### src/hdl/dkrs_pkg.sv
package dkrs_pkg;

  localparam int NUM_BUTTONS_DEF = 6;
  localparam int COUNT_BITS_DEF  = 8;
  localparam int THR_BITS        = 8;
  localparam int CODE_BITS       = 7;
  localparam int NUM_KEY_REGS    = 6;
  localparam int APB_ADDR_BITS   = 5;
  localparam int APB_DATA_BITS   = 32;
  localparam int REG_IDX_BITS    = 3;

  localparam logic [REG_IDX_BITS-1:0] REG_THRESHOLD = 3'd0;
  localparam logic [REG_IDX_BITS-1:0] REG_KEY_FIRST = 3'd1;

  localparam logic [1:0] PH_WAIT    = 2'd0;
  localparam logic [1:0] PH_RELEASE = 2'd1;
  localparam logic [1:0] PH_SEND    = 2'd2;

  typedef logic [CODE_BITS-1:0] code_t;
  typedef code_t [NUM_KEY_REGS-1:0] keys_t;

  localparam logic [THR_BITS-1:0] THR_RESET = 8'd200;
  localparam keys_t KEY_RESET = {7'd8, 7'd26, 7'd9, 7'd7, 7'd22, 7'd4};

  typedef struct packed {
    logic  valid;
    code_t key_code;
    logic  is_release;
  } result_t;

endpackage

### src/hdl/dkrs_lane.sv
module dkrs_lane import dkrs_pkg::*; #(
  parameter int COUNT_BITS = COUNT_BITS_DEF
) (
  input  logic                clk_i,
  input  logic                rst_ni,
  input  logic                en_i,
  input  logic                level_i,
  input  logic [THR_BITS-1:0] threshold_i,
  input  logic                grant_i,
  output logic                cand_o
);

  localparam int CMP_BITS = (COUNT_BITS > THR_BITS) ? COUNT_BITS : THR_BITS;

  logic [COUNT_BITS-1:0] press_q, press_d, press_inc;
  logic [COUNT_BITS-1:0] rel_q, rel_d, rel_inc;
  logic                  armed_q, armed_d;
  logic [CMP_BITS-1:0]   thr_ext;
  logic                  press_hit, rel_hit;

  assign press_inc = press_q + 1'b1;
  assign rel_inc   = rel_q + 1'b1;
  assign thr_ext   = CMP_BITS'(threshold_i);
  assign press_hit = CMP_BITS'(press_inc) >= thr_ext;
  assign rel_hit   = CMP_BITS'(rel_inc) >= thr_ext;
  assign cand_o    = level_i & armed_q & press_hit;

  always_comb begin
    press_d = press_q;
    rel_d   = rel_q;
    armed_d = armed_q;
    if (en_i) begin
      if (level_i) begin
        if (grant_i) begin
          press_d = '0;
          armed_d = 1'b0;
        end else begin
          press_d = press_inc;
        end
      end else begin
        if (rel_hit && !armed_q) begin
          rel_d   = '0;
          armed_d = 1'b1;
        end else begin
          rel_d = rel_inc;
        end
      end
    end
  end

  always_ff @(posedge clk_i or negedge rst_ni) begin
    if (!rst_ni) begin
      press_q <= '0;
      rel_q   <= '0;
      armed_q <= 1'b0;
    end else begin
      press_q <= press_d;
      rel_q   <= rel_d;
      armed_q <= armed_d;
    end
  end

endmodule

### src/hdl/dkrs_seq.sv
module dkrs_seq import dkrs_pkg::*; #(
  parameter int NUM_BUTTONS = NUM_BUTTONS_DEF
) (
  input  logic                   clk_i,
  input  logic                   rst_ni,
  input  logic                   en_i,
  input  logic [NUM_BUTTONS-1:0] cand_i,
  input  logic                   link_ready_i,
  input  logic                   host_seen_i,
  input  keys_t                  keys_i,
  output logic [NUM_BUTTONS-1:0] grant_o,
  output result_t                res_o
);

  localparam int IDX_BITS = (NUM_BUTTONS > 1) ? $clog2(NUM_BUTTONS) : 1;

  logic [1:0]          phase_q, phase_d, phase_mid;
  logic [IDX_BITS-1:0] pend_q, pend_d, pend_mid, sel_idx;
  logic [NUM_BUTTONS-1:0] grant;
  code_t               sel_code;

  assign grant   = (phase_q == PH_WAIT) ? (cand_i & (~cand_i + 1'b1)) : '0;
  assign grant_o = grant;

  always_comb begin
    sel_idx = '0;
    for (int i = 0; i < NUM_BUTTONS; i++) begin
      if (grant[i]) begin
        sel_idx = sel_idx | IDX_BITS'(i);
      end
    end
  end

  assign phase_mid = (|grant) ? PH_SEND : phase_q;
  assign pend_mid  = (|grant) ? sel_idx : pend_q;

  always_comb begin
    sel_code = '0;
    for (int k = 0; k < NUM_KEY_REGS; k++) begin
      if (int'(pend_mid) == k) begin
        sel_code = keys_i[k];
      end
    end
  end

  always_comb begin
    phase_d         = phase_mid;
    pend_d          = pend_mid;
    res_o.valid      = 1'b0;
    res_o.key_code   = '0;
    res_o.is_release = 1'b0;
    if (link_ready_i && host_seen_i) begin
      case (phase_mid)
        PH_SEND: begin
          phase_d        = PH_RELEASE;
          res_o.valid    = en_i;
          res_o.key_code = sel_code;
        end
        PH_RELEASE: begin
          phase_d          = PH_WAIT;
          res_o.valid      = en_i;
          res_o.is_release = 1'b1;
        end
        default: begin
          phase_d = PH_WAIT;
        end
      endcase
    end
  end

  always_ff @(posedge clk_i or negedge rst_ni) begin
    if (!rst_ni) begin
      phase_q <= PH_WAIT;
      pend_q  <= '0;
    end else if (en_i) begin
      phase_q <= phase_d;
      pend_q  <= pend_d;
    end
  end

`ifndef SYNTHESIS
  a_grant_onehot: assert property (@(posedge clk_i) disable iff (!rst_ni)
    $onehot0(grant))
    else $error("more than one button selected in a tick");

  a_grant_wait: assert property (@(posedge clk_i) disable iff (!rst_ni)
    (grant != '0) |-> (phase_q == PH_WAIT))
    else $error("button selected while a report is outstanding");

  a_send_key: assert property (@(posedge clk_i) disable iff (!rst_ni)
    (en_i && link_ready_i && host_seen_i && phase_q == PH_SEND)
      |=> (phase_q == PH_RELEASE))
    else $error("key report not followed by a release phase");
`endif

endmodule

### src/hdl/dkrs_outbuf.sv
module dkrs_outbuf import dkrs_pkg::*; (
  input  logic    clk_i,
  input  logic    rst_ni,
  input  result_t res_i,
  output logic    space_o,
  output logic    out_valid_o,
  input  logic    out_ready_i,
  output code_t   key_code_o,
  output logic    is_release_o
);

  code_t      code_q [2];
  logic       rel_q  [2];
  logic       wr_ptr_q, wr_ptr_d, rd_ptr_q, rd_ptr_d;
  logic [1:0] cnt_q, cnt_d;
  logic       push, pop;

  assign push        = res_i.valid;
  assign pop         = out_valid_o && out_ready_i;
  assign out_valid_o = cnt_q != 2'd0;
  assign space_o     = cnt_q != 2'd2;
  assign key_code_o  = code_q[rd_ptr_q];
  assign is_release_o = rel_q[rd_ptr_q];

  always_comb begin
    wr_ptr_d = push ? ~wr_ptr_q : wr_ptr_q;
    rd_ptr_d = pop ? ~rd_ptr_q : rd_ptr_q;
    cnt_d    = cnt_q + {1'b0, push} - {1'b0, pop};
  end

  always_ff @(posedge clk_i) begin
    if (push) begin
      code_q[wr_ptr_q] <= res_i.key_code;
      rel_q[wr_ptr_q]  <= res_i.is_release;
    end
  end

  always_ff @(posedge clk_i or negedge rst_ni) begin
    if (!rst_ni) begin
      wr_ptr_q <= 1'b0;
      rd_ptr_q <= 1'b0;
      cnt_q    <= 2'd0;
    end else begin
      wr_ptr_q <= wr_ptr_d;
      rd_ptr_q <= rd_ptr_d;
      cnt_q    <= cnt_d;
    end
  end

`ifndef SYNTHESIS
  a_cnt_range: assert property (@(posedge clk_i) disable iff (!rst_ni)
    cnt_q != 2'd3)
    else $error("output queue count out of range");

  a_no_overflow: assert property (@(posedge clk_i) disable iff (!rst_ni)
    (cnt_q == 2'd2) |-> !push)
    else $error("result pushed into a full output queue");

  a_out_hold: assert property (@(posedge clk_i) disable iff (!rst_ni)
    (out_valid_o && !out_ready_i)
      |=> (out_valid_o && $stable(key_code_o) && $stable(is_release_o)))
    else $error("waiting report changed before it was taken");
`endif

endmodule

### src/hdl/debounced_key_report_sequencer.sv
// Debounced key report sequencer. Each accepted request is one poll tick.
// Every button lane updates its press or release counter in parallel; the
// lowest-numbered lane that qualifies is chosen in the same cycle, and its
// key report is queued in that cycle if link_ready_i and host_seen_i are
// high, its release report on a later such tick. Reports leave through a
// two-entry output queue: in_ready_o drops only while both entries wait to
// be taken, so the tick rate is one per cycle whenever results are drained.
module debounced_key_report_sequencer import dkrs_pkg::*; #(
  parameter int NUM_BUTTONS = NUM_BUTTONS_DEF,
  parameter int COUNT_BITS  = COUNT_BITS_DEF
) (
  input  logic                     clk_i,
  input  logic                     rst_ni,
  input  logic                     in_valid_i,
  output logic                     in_ready_o,
  input  logic [NUM_BUTTONS-1:0]   buttons_pressed_i,
  input  logic                     link_ready_i,
  input  logic                     host_seen_i,
  output logic                     out_valid_o,
  input  logic                     out_ready_i,
  output code_t                    key_code_o,
  output logic                     is_release_o,
  input  logic                     psel,
  input  logic                     penable,
  input  logic                     pwrite,
  input  logic [APB_ADDR_BITS-1:0] paddr,
  input  logic [APB_DATA_BITS-1:0] pwdata,
  output logic [APB_DATA_BITS-1:0] prdata,
  output logic                     pready
);

  logic [THR_BITS-1:0]     thr_q, thr_d;
  keys_t                   keys_q, keys_d;
  logic [REG_IDX_BITS-1:0] reg_idx;
  logic                    wr_en, accept, space;
  logic [NUM_BUTTONS-1:0]  cand, grant;
  result_t                 res;

  assign pready     = 1'b1;
  assign reg_idx    = paddr[APB_ADDR_BITS-1:2];
  assign wr_en      = psel && penable && pwrite;
  assign in_ready_o = space;
  assign accept     = in_valid_i && space;

  always_comb begin
    thr_d  = thr_q;
    keys_d = keys_q;
    if (wr_en) begin
      if (reg_idx == REG_THRESHOLD) begin
        thr_d = pwdata[THR_BITS-1:0];
      end
      for (int k = 0; k < NUM_KEY_REGS; k++) begin
        if (reg_idx == REG_KEY_FIRST + REG_IDX_BITS'(k)) begin
          keys_d[k] = pwdata[CODE_BITS-1:0];
        end
      end
    end
  end

  always_comb begin
    prdata = '0;
    if (reg_idx == REG_THRESHOLD) begin
      prdata = APB_DATA_BITS'(thr_q);
    end
    for (int k = 0; k < NUM_KEY_REGS; k++) begin
      if (reg_idx == REG_KEY_FIRST + REG_IDX_BITS'(k)) begin
        prdata = APB_DATA_BITS'(keys_q[k]);
      end
    end
  end

  always_ff @(posedge clk_i or negedge rst_ni) begin
    if (!rst_ni) begin
      thr_q  <= THR_RESET;
      keys_q <= KEY_RESET;
    end else begin
      thr_q  <= thr_d;
      keys_q <= keys_d;
    end
  end

  for (genvar i = 0; i < NUM_BUTTONS; i++) begin : g_lane
    dkrs_lane #(
      .COUNT_BITS(COUNT_BITS)
    ) u_lane (
      .clk_i      (clk_i),
      .rst_ni     (rst_ni),
      .en_i       (accept),
      .level_i    (buttons_pressed_i[i]),
      .threshold_i(thr_q),
      .grant_i    (grant[i]),
      .cand_o     (cand[i])
    );
  end

  dkrs_seq #(
    .NUM_BUTTONS(NUM_BUTTONS)
  ) u_seq (
    .clk_i       (clk_i),
    .rst_ni      (rst_ni),
    .en_i        (accept),
    .cand_i      (cand),
    .link_ready_i(link_ready_i),
    .host_seen_i (host_seen_i),
    .keys_i      (keys_q),
    .grant_o     (grant),
    .res_o       (res)
  );

  dkrs_outbuf u_outbuf (
    .clk_i       (clk_i),
    .rst_ni      (rst_ni),
    .res_i       (res),
    .space_o     (space),
    .out_valid_o (out_valid_o),
    .out_ready_i (out_ready_i),
    .key_code_o  (key_code_o),
    .is_release_o(is_release_o)
  );

endmodule
### config.mk
export PLATFORM = sky130hd
export DESIGN_NAME = debounced_key_report_sequencer
export DESIGN_NICKNAME = d
export VERILOG_FILES = /design/src/hdl/dkrs_pkg.sv /design/src/hdl/dkrs_lane.sv /design/src/hdl/dkrs_seq.sv /design/src/hdl/dkrs_outbuf.sv /design/src/hdl/debounced_key_report_sequencer.sv
export SDC_FILE = /design/constraint.sdc
export NUM_CORES = 1
export LEC_CHECK = 0
export ABC_CLOCK_PERIOD_IN_PS = 3700
export BUFFER_PORTS_ARGS = -buffer_cell sky130_fd_sc_hd__buf_4
export CAP_MARGIN = 10
export CORE_ASPECT_RATIO = 1.1
export CORE_MARGIN = 3
export CORE_UTILIZATION = 50
export CTS_CLUSTER_SIZE = 12
export DETAILED_ROUTE_END_ITERATION = 7
export GPL_TIMING_DRIVEN = 0
export PLACE_DENSITY = 0.7
export SETUP_SLACK_MARGIN = 0.2
export SLEW_MARGIN = 20
export SYNTH_ARGS = -nofsm -noshare
export SYNTH_HDL_FRONTEND = slang
export SYNTH_SLANG_ARGS = --single-unit
### constraint.sdc
create_clock -name clk_i -period 3.7 [get_ports clk_i]
set_input_delay 0.74 -clock clk_i [delete_from_list [all_inputs] [get_ports clk_i]]
set_output_delay 0.74 -clock clk_i [all_outputs]
set_load 0.05 [all_outputs]
After elaboration in Yosys (flattened, before gate mapping)
Memory sizes are Yosys's and may differ from the RTL's.
Cells that the tools add are included.
{ "op_classes": {"n_reduce_logical": 54, "muxes": 59, "n_shift": 0, "order_cmp": 12, "mul": 0, "bitwise_logic": 22, "addsub": 15, "n_eq_ne": 20, "div_mod_pow": 0} }
{ "ops": {"columns": ["op", "n"], "rows": [
  ["two-way mux 32 bit", 6],
  ["two-way mux 8 bit", 13],
  ["adder 8 x 1 -> 8 bit, second input constant", 12],
  ["greater-or-equal comparator 8 bit", 12],
  ["two-way mux 7 bit", 7],
  ["AND reduction 2 bit", 19],
  ["two-way mux 1 bit", 24],
  ["== test 3 bit, second input constant", 7],
  ["AND reduction 3 bit", 6],
  ["nonzero test 2 bit", 7],
  ["AND 1 bit", 12],
  ["!= test 2 x 1 -> 1 bit, second input constant", 6],
  ["logical AND 1 bit", 11],
  ["== test 3 x 2 -> 1 bit, second input constant", 3],
  ["two-way mux 3 bit", 3],
  ["two-way mux 9 bit", 1],
  ["two-way mux 2 bit", 4],
  ["NOT 1 bit", 8],
  ["adder 6 x 1 -> 6 bit, second input constant", 1],
  ["AND 6 bit", 1],
  ["zero test 1 bit", 6],
  ["zero test 3 bit", 2],
  ["two-way mux 6 bit", 1],
  ["NOT 6 bit", 1],
  ["9 further kinds", 9]
]} }
{ "totals": {"memories": 2, "input_bits": 52, "ramBits": 16, "out_inout_bits": 43, "regBits": 161, "latchBits": 0, "mem_bits_ro": 0} }
{ "memory_table": {"columns": ["memory", "depth", "word_bits", "rd", "rd_ports_with_merged_regs", "wr", "line", "text"], "rows": [
  ["u_outbuf.code_q", 2, 7, 1, 0, 1, "dkrs_outbuf.sv:12", "code_t code_q [2];"],
  ["u_outbuf.rel_q", 2, 1, 1, 0, 1, "dkrs_outbuf.sv:13", "logic rel_q [2];"]
]} }

Depth between registers and ports, before layout
Gate-level depths: netlist of run 1.
{ "depth": {"ltp_word": 24, "ltp_mapped": 21, "ltp_nobuf": 20} }

Cells and area by module
Synthesis of run 1 repeated with hierarchy kept, for this count alone.
{ "unflattened": {"cells_unflattened": 1225, "area_unflattened_um2": 12020.3} }
{ "modules_own_cells": {"columns": ["mod", "area_each_um2", "cells_per_inst", "n_inst"], "rows": [
  ["dkrs_lane at g_lane[0].u_lane ...", 1272.5, 144, 5],
  ["debounced_key_report_sequencer", 2676.3, 211, 1],
  ["dkrs_lane at g_lane[3].u_lane", 1281.2, 139, 1],
  ["dkrs_seq", 889.6, 113, 1],
  ["dkrs_outbuf", 810.8, 42, 1]
]} }

Worst setup path before layout of run 1
No wires, ideal clock.
{ "synth_path": {"kind": "register to register", "start": "reg g_lane[0].u_lane.press_q[0]", "end": "reg u_outbuf.cnt_q[1]", "path_stages_with_launch": 21, "period_less_slack_ns": 4.014, "t_arrival_ns": 3.892, "path_buffers": 0, "setup_time_ns": 0.123, "path_slack_ns": -0.314, "path_cell_list": "dfrtp_1 nand3_1 nor2_1 and3_1 xor2_1 ha_1 a21oi_1 a31oi_1 a21oi_1 nand2_1 nor3_2 nor2_1 o21ai_0 ha_1 nor2_1 inv_1 ha_1 inv_1 ha_1 xnor2_1 xnor2_1"} }
{ "synth_between": {"elab_chain_cells": 15, "word_cells_on_any_way": 16, "classes_between": "4 x add/sub; 1 x order compare; 2 x eq/ne; 4 x mux; 3 x bitwise; 2 x reduce/logical"} }
{ "synth_lines": {"columns": ["element", "line", "text"], "rows": [
  ["start, declared", "dkrs_lane.sv:15", "logic [COUNT_BITS-1:0] press_q, press_d, press_inc;"],
  ["start signal, assigned", "dkrs_lane.sv:57", "press_q <= press_d;"],
  ["adder 8 x 1 -> 8 bit *", "dkrs_lane.sv:21", "assign press_inc = press_q + 1'b1;"],
  ["greater-or-equal comparator 8 bit *", "dkrs_lane.sv:24", "assign press_hit = CMP_BITS'(press_inc) >= thr_ext;"],
  ["AND 1 bit *", "dkrs_lane.sv:26", "assign cand_o = level_i & armed_q & press_hit;"],
  ["NOT 6 bit", "dkrs_seq.sv:22", "assign grant = (phase_q == PH_WAIT) ? (cand_i & (~cand_i + 1'b1)) : '0;"],
  ["adder 6 x 1 -> 6 bit", "dkrs_seq.sv:22", null],
  ["AND 6 bit *", "dkrs_seq.sv:22", null],
  ["two-way mux 6 bit *", "dkrs_seq.sv:22", null],
  ["OR reduction 6 bit *", "dkrs_seq.sv:34", "assign phase_mid = (|grant) ? PH_SEND : phase_q;"],
  ["two-way mux 2 bit *", "dkrs_seq.sv:34", null],
  ["== test 2 bit / == test 2 x 1 -> 1 bit (equally long branches)", "dkrs_seq.sv:53", "case (phase_mid)"],
  ["OR reduction 2 bit (no line) *", null, null],
  ["two-way mux 1 bit *", "dkrs_seq.sv:53", null],
  ["two-way mux 9 bit *", "dkrs_seq.sv:52", "if (link_ready_i && host_seen_i) begin"],
  ["adder 2 x 1 -> 2 bit *", "dkrs_outbuf.sv:28", "cnt_d = cnt_q + {1'b0, push} - {1'b0, pop};"],
  ["subtractor 2 x 1 -> 2 bit *", "dkrs_outbuf.sv:28", null],
  ["via u_outbuf.cnt_d[1]", "dkrs_outbuf.sv:15", "logic [1:0] cnt_q, cnt_d;"],
  ["end signal, assigned", "dkrs_outbuf.sv:46", "cnt_q <= cnt_d;"],
  ["end, declared", "dkrs_outbuf.sv:15", null]
]} }
Mark *: on every way through the listed nets, which the timed path passes. The rest lies on a longest branch.
A chain may end at the register's enable or synchronous reset.

==> results of run 1 <==
-- stage by stage --
stage	TNS (ps)	setup WS (ps)	instance area, um^2
CTS	-902	-139	13600
global route	-5450	-338	14000
floorplan	-41.6	-41.6	11600
finish	-1080	-154	14000
global placement	-19040	-708	12300
detailed placement	-22230	-813	12300
-- per-layer routing --
layer  wire, um  track usage [%]  part of all wire [%]
met1      12700             30.8                    44
met2      14200             39.2                    49
met3       1370             3.11                   4.8
met4        606             7.38                   2.1
met5          0                0                     0
-- worst max-delay path by stage --
stage,from,endpoint,cells after the start
after floorplan,g_lane[1].u_lane.press_q[0],u_outbuf.cnt_q[1],21
after global placement,thr_q[2],u_outbuf.code_q[0][1],13
after detailed placement,thr_q[1],u_outbuf.code_q[0][0],13
after CTS,g_lane[1].u_lane.press_q[1],u_outbuf.code_q[1][5],14
after global routing,thr_q[4],u_outbuf.cnt_q[1],17
final,g_lane[1].u_lane.press_q[0],u_outbuf.code_q[1][5],16
-- cells in the final DEF (no fill, tap or decap), types with 17 or more instances in the layout --
master     netlist  layout
o21ai_0        132     130
a21o_1          19      19
clkbuf_16        0      17
nand2_1        188     185
ha_1           112     105
nand3_1         63      57
nor3_1          21      17
nor2_1          65      51
dfrtp_1        145     134
nor2b_1         18      18
xnor2_1         37      32
clkbuf_1        20      19
inv_1           47      36
nand2b_1        17      17
a21oi_1         43      38
conb_1           2      25
xor2_1          39      36
buf_4           25     123
mux2_2          75      75
-- worst max-delay path: cells and delay by family (launching register included) --
kind | cells | cell delay, ps
adders and majority gates | 1 | 310
xor gates and xnor gates | 1 | 160
and+or+nand+nor | 5 | 1170
buffers and inverters | 3 | 470
AOI/OAI and AO/OA | 6 | 1040
DFF | 1 | 440
-- where the power goes --
| group | internal [mW] | switching, mW | leakage [nW] |
|---|---|---|---|
| clock network | 0.935 | 0.958 | 0.304 |
| logic | 2.20 | 2.64 | 3.89 |
| registers | 2.46 | 0.529 | 2.17 |
| total | 5.60 | 4.13 | 6.36 |
-- kinds of logic (layout without fill, tap and decap cells) --
kind of cell	Yosys count	after routing	share of synthesized area (%)
DFF	177	177	39.4
adders and majority gates	112	112	12.2
xor gates and xnor gates	76	76	5.78
and+or+nand+nor	410	410	16.0
other	2	25	0.0653
AOI/OAI and AO/OA	252	252	13.1
muxes	92	92	9.25
buffers and inverters	103	241	4.25
-- layout make-up --
| type | instances | area [um^2] |
|---|---|---|
| Buffer | 56 | 339 |
| Clock buffer | 17 | 425 |
| Clock inverter | 15 | 211 |
| Fill cell | 1817 | 8330 |
| Inverter | 47 | 206 |
| Multi-Input combinational cell | 967 | 7020 |
| Sequential cell | 177 | 4540 |
| Tap cell | 295 | 369 |
| Timing Repair Buffer | 106 | 880 |
-- registers in the layout (all words and copies together) (netlist names) --
register               count
g_lane.u_lane.press_q     48
g_lane.u_lane.rel_q       48
keys_q                    42
u_outbuf.code_q           14
thr_q                      8
g_lane.u_lane.armed_q      6
u_seq.pend_q               3
u_outbuf.cnt_q             2
u_outbuf.rel_q             2
u_seq.phase_q              2
u_outbuf.rd_ptr_q          1
u_outbuf.wr_ptr_q          1
-- timing repair --
item,in CTS,in global routing
resized for setup,62,54
buffers inserted,41,23
endpoints found under the setup margin,53,47
pin swaps,29,27
==> qor.csv, run 1 <==
metric;value;unit
slew_violations;0;
clk_pin_slew_worst_paths;80;ps
r2r_cells;16;
r2r_setup_slack;-150;ps
clock_sinks;177;
hold_buffers;0;
cp-start-kind;flip-flop;
hold_viol_final;0;
die_area;24900;um^2
hold_path_class;input port to async pin;
worst-setup-path-type;flip-flop to flip-flop;
yosysWarnings;0;
synthFlopType;dfrtp_1;
die_w;151;um
ys_seq_area_share;39.4;%
placedCellCount;1584;
yosys.area.top_type;dfrtp_1;
synth.top_cell.area_share;31.5;%
grt-ovfl-total;0;
critPathMaxStageDelay;440;ps
synth_area_leaders;dfrtp_1, ha_1, mux2_2;
synth-seq-cells;177;
insertion_delay;450;ps
p_leak;6.36;nW
violations;negative setup slack;
cts_tree;yes;
root_buffer;clkbuf_16;
syn_area;11500;um^2
drive_gt1_share;26.6;%
grt_usage;23.1;%
timing.final.crit_share;104;%
cts_buffers;17;
fin_ws;-154;ps
dr.pass1.iters;5;
die_h;165;um
max_freq;260;MHz
antenna_left;0;
portBuffers;41;
fin_util;62.7;%
vias_per_cell;5.63;
avgSynthCellArea;9.40;um^2
maxSlewHeadroom;21.7;%
ir_drop;0.343;mV
pin_count;95;
drt_iter0_markers;566;
path_cells;nand3_2, nor2_4, nand3_2, xnor2_2, ha_1, a21oi_2, o22ai_2, a21oi_2, or3b_4, buf_6, o21ai_0, a22o_1, buf_4, clkinvlp_4, or3_4, o221a_1;
crit_fanout;9;
htree_levels;4;
timing.rr.start;g_lane[1].u_lane.press_q[0];
drc;0;
core_area;22300;um^2
cp.arrival;4030;ps
synth-edff-count;16;
rsz0062_at_grt;true;
ys_types;59;
clock_skew;18.3;ps
gp_congestion;0.872;
clockBufferDepth;2;
power;9.72;mW
dpl.hpwl;18600;um
routed_wl;28800;um
worst_slew_pin_slew;1170;ps
syn_to_final_growth;21.6;%
hold_slack;320;ps
grt_pass1_wl;45700;um
synth_most_common_cell;nand2_1;
p_per_area;695;nW/um^2
cp-end-kind;flip-flop;
yosys-top-cells-count;nand2_1, dfrtp_1, o21ai_0;
grt_start_max_net_pins;91;
setup_viol;13;
final_nets;1536;
min_period;3850;ps
num_antenna_cells;0;
r2r_end;u_outbuf.code_q[1][5];
status;complete, but fails checks;
synth-async-reset-ratio;91.0;%
wl_per_cell;17.2;um
start_util;51.6;%
crit_slowest_cell;dfrtp_2;
grt_pass1_vias;9141;
critPathRequiredTime;3880;ps
fin_cells;1680;
synthCells;1224;
vias;9456;
row_count;57;
antenna_found_initial;0;
cap_violations;0;
(Power assumes the default switching activity.)
==> run 2: changes to the inputs <==
--- a/config.mk
+++ b/config.mk
@@ -15,6 +15,7 @@
 export DETAILED_ROUTE_END_ITERATION = 7
 export GPL_TIMING_DRIVEN = 0
 export PLACE_DENSITY = 0.7
+export REMOVE_ABC_BUFFERS = 1
 export SETUP_SLACK_MARGIN = 0.2
 export SLEW_MARGIN = 20
 export SYNTH_ARGS = -nofsm -noshare
==> run 2 against run 1 <==
Compared with the run above: the flow still finishes with violations (negative setup slack); register-to-register slack lost 60 ps; hold slack lost 71 ps; clock power barely moved; utilization grew 0.48 points; total power up 5.6%; fmax is 1.6% lower; die area is the same; setup slack worse by 65 ps; sequential share of layout area fell by 0.24 points; critical endpoint is now u_outbuf.code_q[1][4]; largest cell class unchanged; largest power group unchanged.
==> qor.csv, run 2 (same netlist as run 1, synthesis figures left out) <==
metric;value;unit;change
status;complete, but fails checks;;unchanged
violations;negative setup slack;;unchanged
ir_drop;0.371;mV;was 0.343 mV
insertion_delay;450;ps;about the same
drive_gt1_share;28.6;%;was 26.6%
routed_wl;29600;um;was 28,800 um
critPathRequiredTime;3900;ps;was 3880 ps
grt-ovfl-total;0;;unchanged
die_w;151;um;unchanged
setup_viol;33;;was 13
antenna_left;0;;unchanged
hold_viol_final;0;;unchanged
pin_count;95;;unchanged
r2r_setup_slack;-220;ps;was -150 ps
layout_common_cells;nand2_1, dfrtp_1, o21ai_0;;unchanged
fillers;1764;;was 1,817
switching_power;4.36;mW;was 4.13 mW
hold_slack;249;ps;was 320 ps
maxSlewHeadroom;40.1;%;was 21.7%
final_nets;1518;;was 1,536
hold_path_class;input port to async pin;;unchanged
vias;9539;;was 9,456
endpoint;u_outbuf.code_q[1][4];;was u_outbuf.code_q[1][5]
timing.final.crit_share;106;%;was 104%
p_per_area;728;nW/um^2;was 695 nW/um^2
clock_skew;17.3;ps;was 18.3 ps
p_comb_share;51.9;%;was 49.8%
cp.arrival;4120;ps;was 4030 ps
grt_start_max_net_pins;82;;was 91
dpl.hpwl;17600;um;was 18,600 um
grt_usage;23.3;%;was 23.1%
min_period;3920;ps;was 3850 ps
r2r_end;u_outbuf.code_q[1][4];;was u_outbuf.code_q[1][5]
die_h;165;um;unchanged
vias_per_cell;5.74;;was 5.63
drt_iter0_markers;528;;was 566
dr.pass1.iters;5;;unchanged
grt_pass1_wl;46400;um;was 45,700 um
root_buffer;clkbuf_16;;unchanged
antenna_found_initial;0;;unchanged
r2r_cells;15;;was 16
cts_buffers;17;;unchanged
start_util;51.6;%;unchanged
crit_fanout;7;;was 9
final_common_cell;nand2_1;;unchanged
clk_pin_slew_worst_paths;80;ps;about the same
cap_violations;0;;unchanged
power.internal;5.91;mW;was 5.60 mW
gp_congestion;0.838;;was 0.872
p_leak;6.39;nW;was 6.36 nW
clock_sinks;177;;unchanged
pwr-share-clk;18.5;%;was 19.5%
cp-start-kind;flip-flop;;unchanged
num_antenna_cells;0;;unchanged
die_area;24900;um^2;unchanged
core_area;22300;um^2;unchanged
row_count;57;;unchanged
timing.rr.start;g_lane[3].u_lane.press_q[1];;was g_lane[1].u_lane.press_q[0]
totalNegativeSetupSlack;-3090;ps;was -1080 ps
clockBufferDepth;2;;unchanged
max_freq;255;MHz;was 260 MHz
fin_ws;-218;ps;was -154 ps
cts_tree;yes;;unchanged
drc;0;;unchanged
worstSetupStartpoint;g_lane[3].u_lane.press_q[1];;was g_lane[1].u_lane.press_q[0]
cp-end-kind;flip-flop;;unchanged
top_regs;g_lane.u_lane.press_q x48, g_lane.u_lane.rel_q x48, keys_q x42;;unchanged
grt_pass1_vias;9405;;was 9,141
sequentialPowerShare;29.6;%;was 30.7%
rsz0062_at_grt;true;;unchanged
worst-setup-path-type;flip-flop to flip-flop;;unchanged
worst_slew_pin_slew;895;ps;was 1170 ps
sw_frac_of_total;42.4;%;about the same
portBuffers;43;;was 41
slew_violations;0;;unchanged
htree_levels;4;;unchanged
power;10.3;mW;was 9.72 mW
wl_per_cell;17.8;um;was 17.2 um
syn_to_final_growth;22.6;%;was 21.6%
[run 2: final cells by class]
type / instances / area [um^2] / area share (%)
clock buffer: 17 / 425 / 3.02
clock inverter: 15 / 204 / 1.45
inverter: 47 / 201 / 1.43
multi-input combinational: 967 / 7130 / 50.5
sequential: 177 / 4540 / 32.2
tap: 295 / 369 / 2.62
timing repair buffer: 144 / 1230 / 8.75
[run 2: worst max-delay path, stage by stage, from the launching register on]
cell and delay [ps]:
dfrtp_1 440, ha_4 190, nand3_1 140, nor2_1 160
xor2_1 240, ha_1 280, nand4_1 120, o22ai_1 150
or3b_4 470, buf_6 150, o31ai_4 270, a2111oi_4 120
buf_4 180, buf_8 130, or3_4 360, o221a_4 290
[run 2: worst min path at each step]
stage                     from                        end  slack (ps)  cells after the start
2_1_floorplan           rst_ni   g_lane[0].u_lane.armed_q         440                      0
3_3_place_gp   u_seq.pend_q[2]            u_seq.pend_q[2]         470                      2
3_5_place_dp   u_seq.pend_q[2]            u_seq.pend_q[2]         480                      2
4_1_cts                 rst_ni  g_lane[2].u_lane.rel_q[1]         310                      1
5_1_grt                 rst_ni  g_lane[2].u_lane.rel_q[3]         310                      1
6_report                rst_ni  g_lane[2].u_lane.rel_q[3]         250                      1
[run 2: metal layers]
layer / track usage, % / share of wire (%) / vias to the layer above
met5: 0 / 0 / -
met4: 9.69 / 3.1 / 0
met3: 3.36 / 4.9 / 65
met2: 40.1 / 50 / 282
met1: 29.4 / 42 / 4679
li1: - / - / 4513
[run 2: through the flow]
stage               instance area [um^2]  setup WS, ps  instances  utilization [%]
floorplan                          11300          -317       1191                -
global placement                   12000         -1130       1529             53.6
detailed placement                 12000         -1270       1531             54.0
CTS                                13600         -70.0       1640             61.1
global route                       14100          -313       1662             63.2
finish                             14100          -218       1662             63.2
[run 2: what timing repair did]
item	CTS	global route
hold buffers	0	0
buffers inserted	77	22
pin swaps	33	25
gates resized for setup	91	64
setup endpoints to repair	55	40
[run 2: power by group through the flow]
stage	combinational, mW	clock [mW]	sequential, mW
2_1_floorplan	2.86	0	2.86
3_3_place_gp	3.62	0	2.98
3_5_place_dp	3.78	0	3.00
4_1_cts	4.74	1.92	2.98
5_1_grt	5.83	2.02	3.10
6_report	5.33	1.90	3.04
==> run 3: changes to the inputs <==
--- a/config.mk
+++ b/config.mk
@@ -10,11 +10,11 @@
 export CAP_MARGIN = 10
 export CORE_ASPECT_RATIO = 1.1
 export CORE_MARGIN = 3
-export CORE_UTILIZATION = 50
+export CORE_UTILIZATION = 45
 export CTS_CLUSTER_SIZE = 12
 export DETAILED_ROUTE_END_ITERATION = 7
 export GPL_TIMING_DRIVEN = 0
-export PLACE_DENSITY = 0.7
+export PLACE_DENSITY = 0.64
 export REMOVE_ABC_BUFFERS = 1
 export SETUP_SLACK_MARGIN = 0.2
 export SLEW_MARGIN = 20
==> run 3 against run 2 <==
Compared with the run above: the run still ends with negative setup slack left; critical path depth is 1 lower; total power is 4.0% lower; critical path type unchanged; register-to-register slack better by 110 ps; sequential cell count stayed put; largest cell class unchanged; die area is 11% higher; clock-buffer cell count stayed put; fmax is 2.9% higher; first-iteration DRC count is 20% higher.
==> qor.csv, run 3 (same netlist as run 1, synthesis figures left out) <==
metric;value;unit;change
status;complete, but fails checks;;unchanged
violations;negative setup slack;;unchanged
top_regs;g_lane.u_lane.press_q x48, g_lane.u_lane.rel_q x48, keys_q x42;;unchanged
hold_viol_final;0;;unchanged
dr.pass1.iters;5;;unchanged
place_area;12100;um^2;was 12,000 um^2
syn_to_final_growth;23.1;%;was 22.6%
routed_wl;28200;um;was 29,600 um
drc;0;;unchanged
clockBufferDepth;2;;unchanged
vias;9286;;was 9,539
antenna_left;0;;unchanged
cpMostUsedCell;or3_4;;
path_buf_inv;1;;was 3
die_w;158;um;was 151 um
fin_ws;-109;ps;was -218 ps
maxSlewHeadroom;37.2;%;was 40.1%
crit_fanout;6;;was 7
p_leak;6.42;nW;was 6.39 nW
grt_pass1_wl;44700;um;was 46,400 um
cap_violations;0;;unchanged
row_count;60;;was 57
clock_sinks;177;;unchanged
rsz0062_at_grt;true;;unchanged
drt_iter0_markers;634;;was 528
path_cells;ha_4, nand3_1, nor2_2, xor2_1, ha_1, nand4_1, a31oi_1, a31oi_2, o2111ai_4, buf_4, or3_4, a31o_4, or3_4, o221a_4;;was ha_4, nand3_1, nor2_1, xor2_1, ha_1, nand4_1, o22ai_1, or3b_4, buf_6, o31ai_4, a2111oi_4, buf_4, buf_8, or3_4, o221a_4
cp-start-kind;flip-flop;;unchanged
grt_usage;20.0;%;was 23.3%
slew_violations;0;;unchanged
cts_tree;yes;;unchanged
clk_pin_slew_worst_paths;80;ps;about the same
portBuffers;43;;unchanged
insertion_delay;440;ps;was 450 ps
die_area;27500;um^2;was 24,900 um^2
start_util;46.3;%;was 51.6%
fin_util;57.0;%;was 63.2%
core_area;24800;um^2;was 22,300 um^2
antenna_found_initial;0;;unchanged
critPathMaxStageDelay;440;ps;was 470 ps
num_antenna_cells;0;;unchanged
final_common_cell;nand2_1;;unchanged
vias_per_cell;5.44;;was 5.74
grt_pass1_vias;8823;;was 9,405
clock_skew;15.2;ps;was 17.3 ps
dpl.hpwl;17800;um;was 17,600 um
pin_count;95;;unchanged
min_period;3810;ps;was 3920 ps
die_h;174;um;was 165 um
cp_top_family;compound AO/OA/AOI/OAI gates;;was simple AND/OR/NAND/NOR gates
hold_buffers;0;;unchanged
htree_levels;4;;unchanged
worst-setup-path-type;flip-flop to flip-flop;;unchanged
drive_gt1_share;28.6;%;about the same
ir_drop;0.364;mV;was 0.371 mV
design_area;14200;um^2;was 14,100 um^2
max_freq;263;MHz;was 255 MHz
setup_viol;13;;was 33
grt_start_max_net_pins;83;;was 82
grt-ovfl-total;0;;unchanged
gp_congestion;0.822;;was 0.838
critPathRequiredTime;3900;ps;about the same
wl_per_cell;16.5;um;was 17.8 um
cts_buffers;17;;unchanged
final_nets;1516;;was 1,518
worst_slew_pin_slew;936;ps;was 895 ps
timing.final.crit_share;103;%;was 106%
power;9.86;mW;was 10.3 mW
cp-end-kind;flip-flop;;unchanged
cp.arrival;4010;ps;was 4120 ps
root_buffer;clkbuf_16;;unchanged
hold_path_class;input port to async pin;;unchanged
crit_slowest_cell;dfrtp_2;;was or3b_4
layout_common_cells;nand2_1, dfrtp_1, o21ai_0;;unchanged
p_per_area;696;nW/um^2;was 728 nW/um^2
## run 3: metal layers
| metal | wire length [um] | vias to the layer above | track usage (%) | part of all wire [%] |
|---|---|---|---|---|
| met5 | 0 | - | 0 | 0 |
| met4 | 480 | 0 | 4.98 | 1.7 |
| li1 | - | 4519 | - | - |
| met3 | 1040 | 47 | 3.27 | 3.7 |
| met2 | 14000 | 189 | 33.5 | 49 |
| met1 | 12700 | 4531 | 27.1 | 45 |
## run 3: final cells by class
type / count / area (um^2)
clock inverters: 15 / 209
repair buffers: 142 / 1220
clock buffers: 17 / 425
multi-input cells: 967 / 7150
well taps: 341 / 427
fillers: 2068 / 10700
flip-flops and latches: 177 / 4540
inverters: 47 / 195
## run 3: report_power, final
part	internal, mW	switching, mW	leakage, nW
combinational	2.33	2.62	3.95
sequential	2.46	0.559	2.17
clock	0.932	0.966	0.303
## run 3: repair_timing
| action | in CTS | in global routing |
|---|---|---|
| buffers inserted | 69 | 25 |
| gates resized for setup | 77 | 69 |
| endpoints found under the setup margin | 58 | 37 |
| gates cloned | 1 | 0 |
| pin swaps | 36 | 35 |
## run 3: stage by stage
step                      hold WS [ps]  TNS (ps)  std cells  setup slack, ps
final                              295      -922       1706             -109
after global routing               340     -5940       1706             -301
after CTS                          319      -101       1681            -81.2
after detailed placement           476    -34420       1579            -1290
after global placement             475    -34440       1575            -1130
after floorplan                    444     -3300       1191             -317
## run 3: worst paths after layout
check | startpoint | end | slack [ps] | depth (start not counted)
setup reg to reg | g_lane[4].u_lane.press_q[0] | u_outbuf.code_q[0][4] | -110 | 14
setup / recovery | g_lane[4].u_lane.press_q[0] | u_outbuf.code_q[0][4] | -110 | 14
max in group asynchronous | rst_ni | thr_q[6] | 2530 | 2
min in group clk_i | u_outbuf.cnt_q[1] | u_outbuf.cnt_q[1] | 500 | 1
hold reg to reg | u_outbuf.cnt_q[1] | u_outbuf.cnt_q[1] | 500 | 1
hold / removal | rst_ni | g_lane[4].u_lane.rel_q[0] | 290 | 1
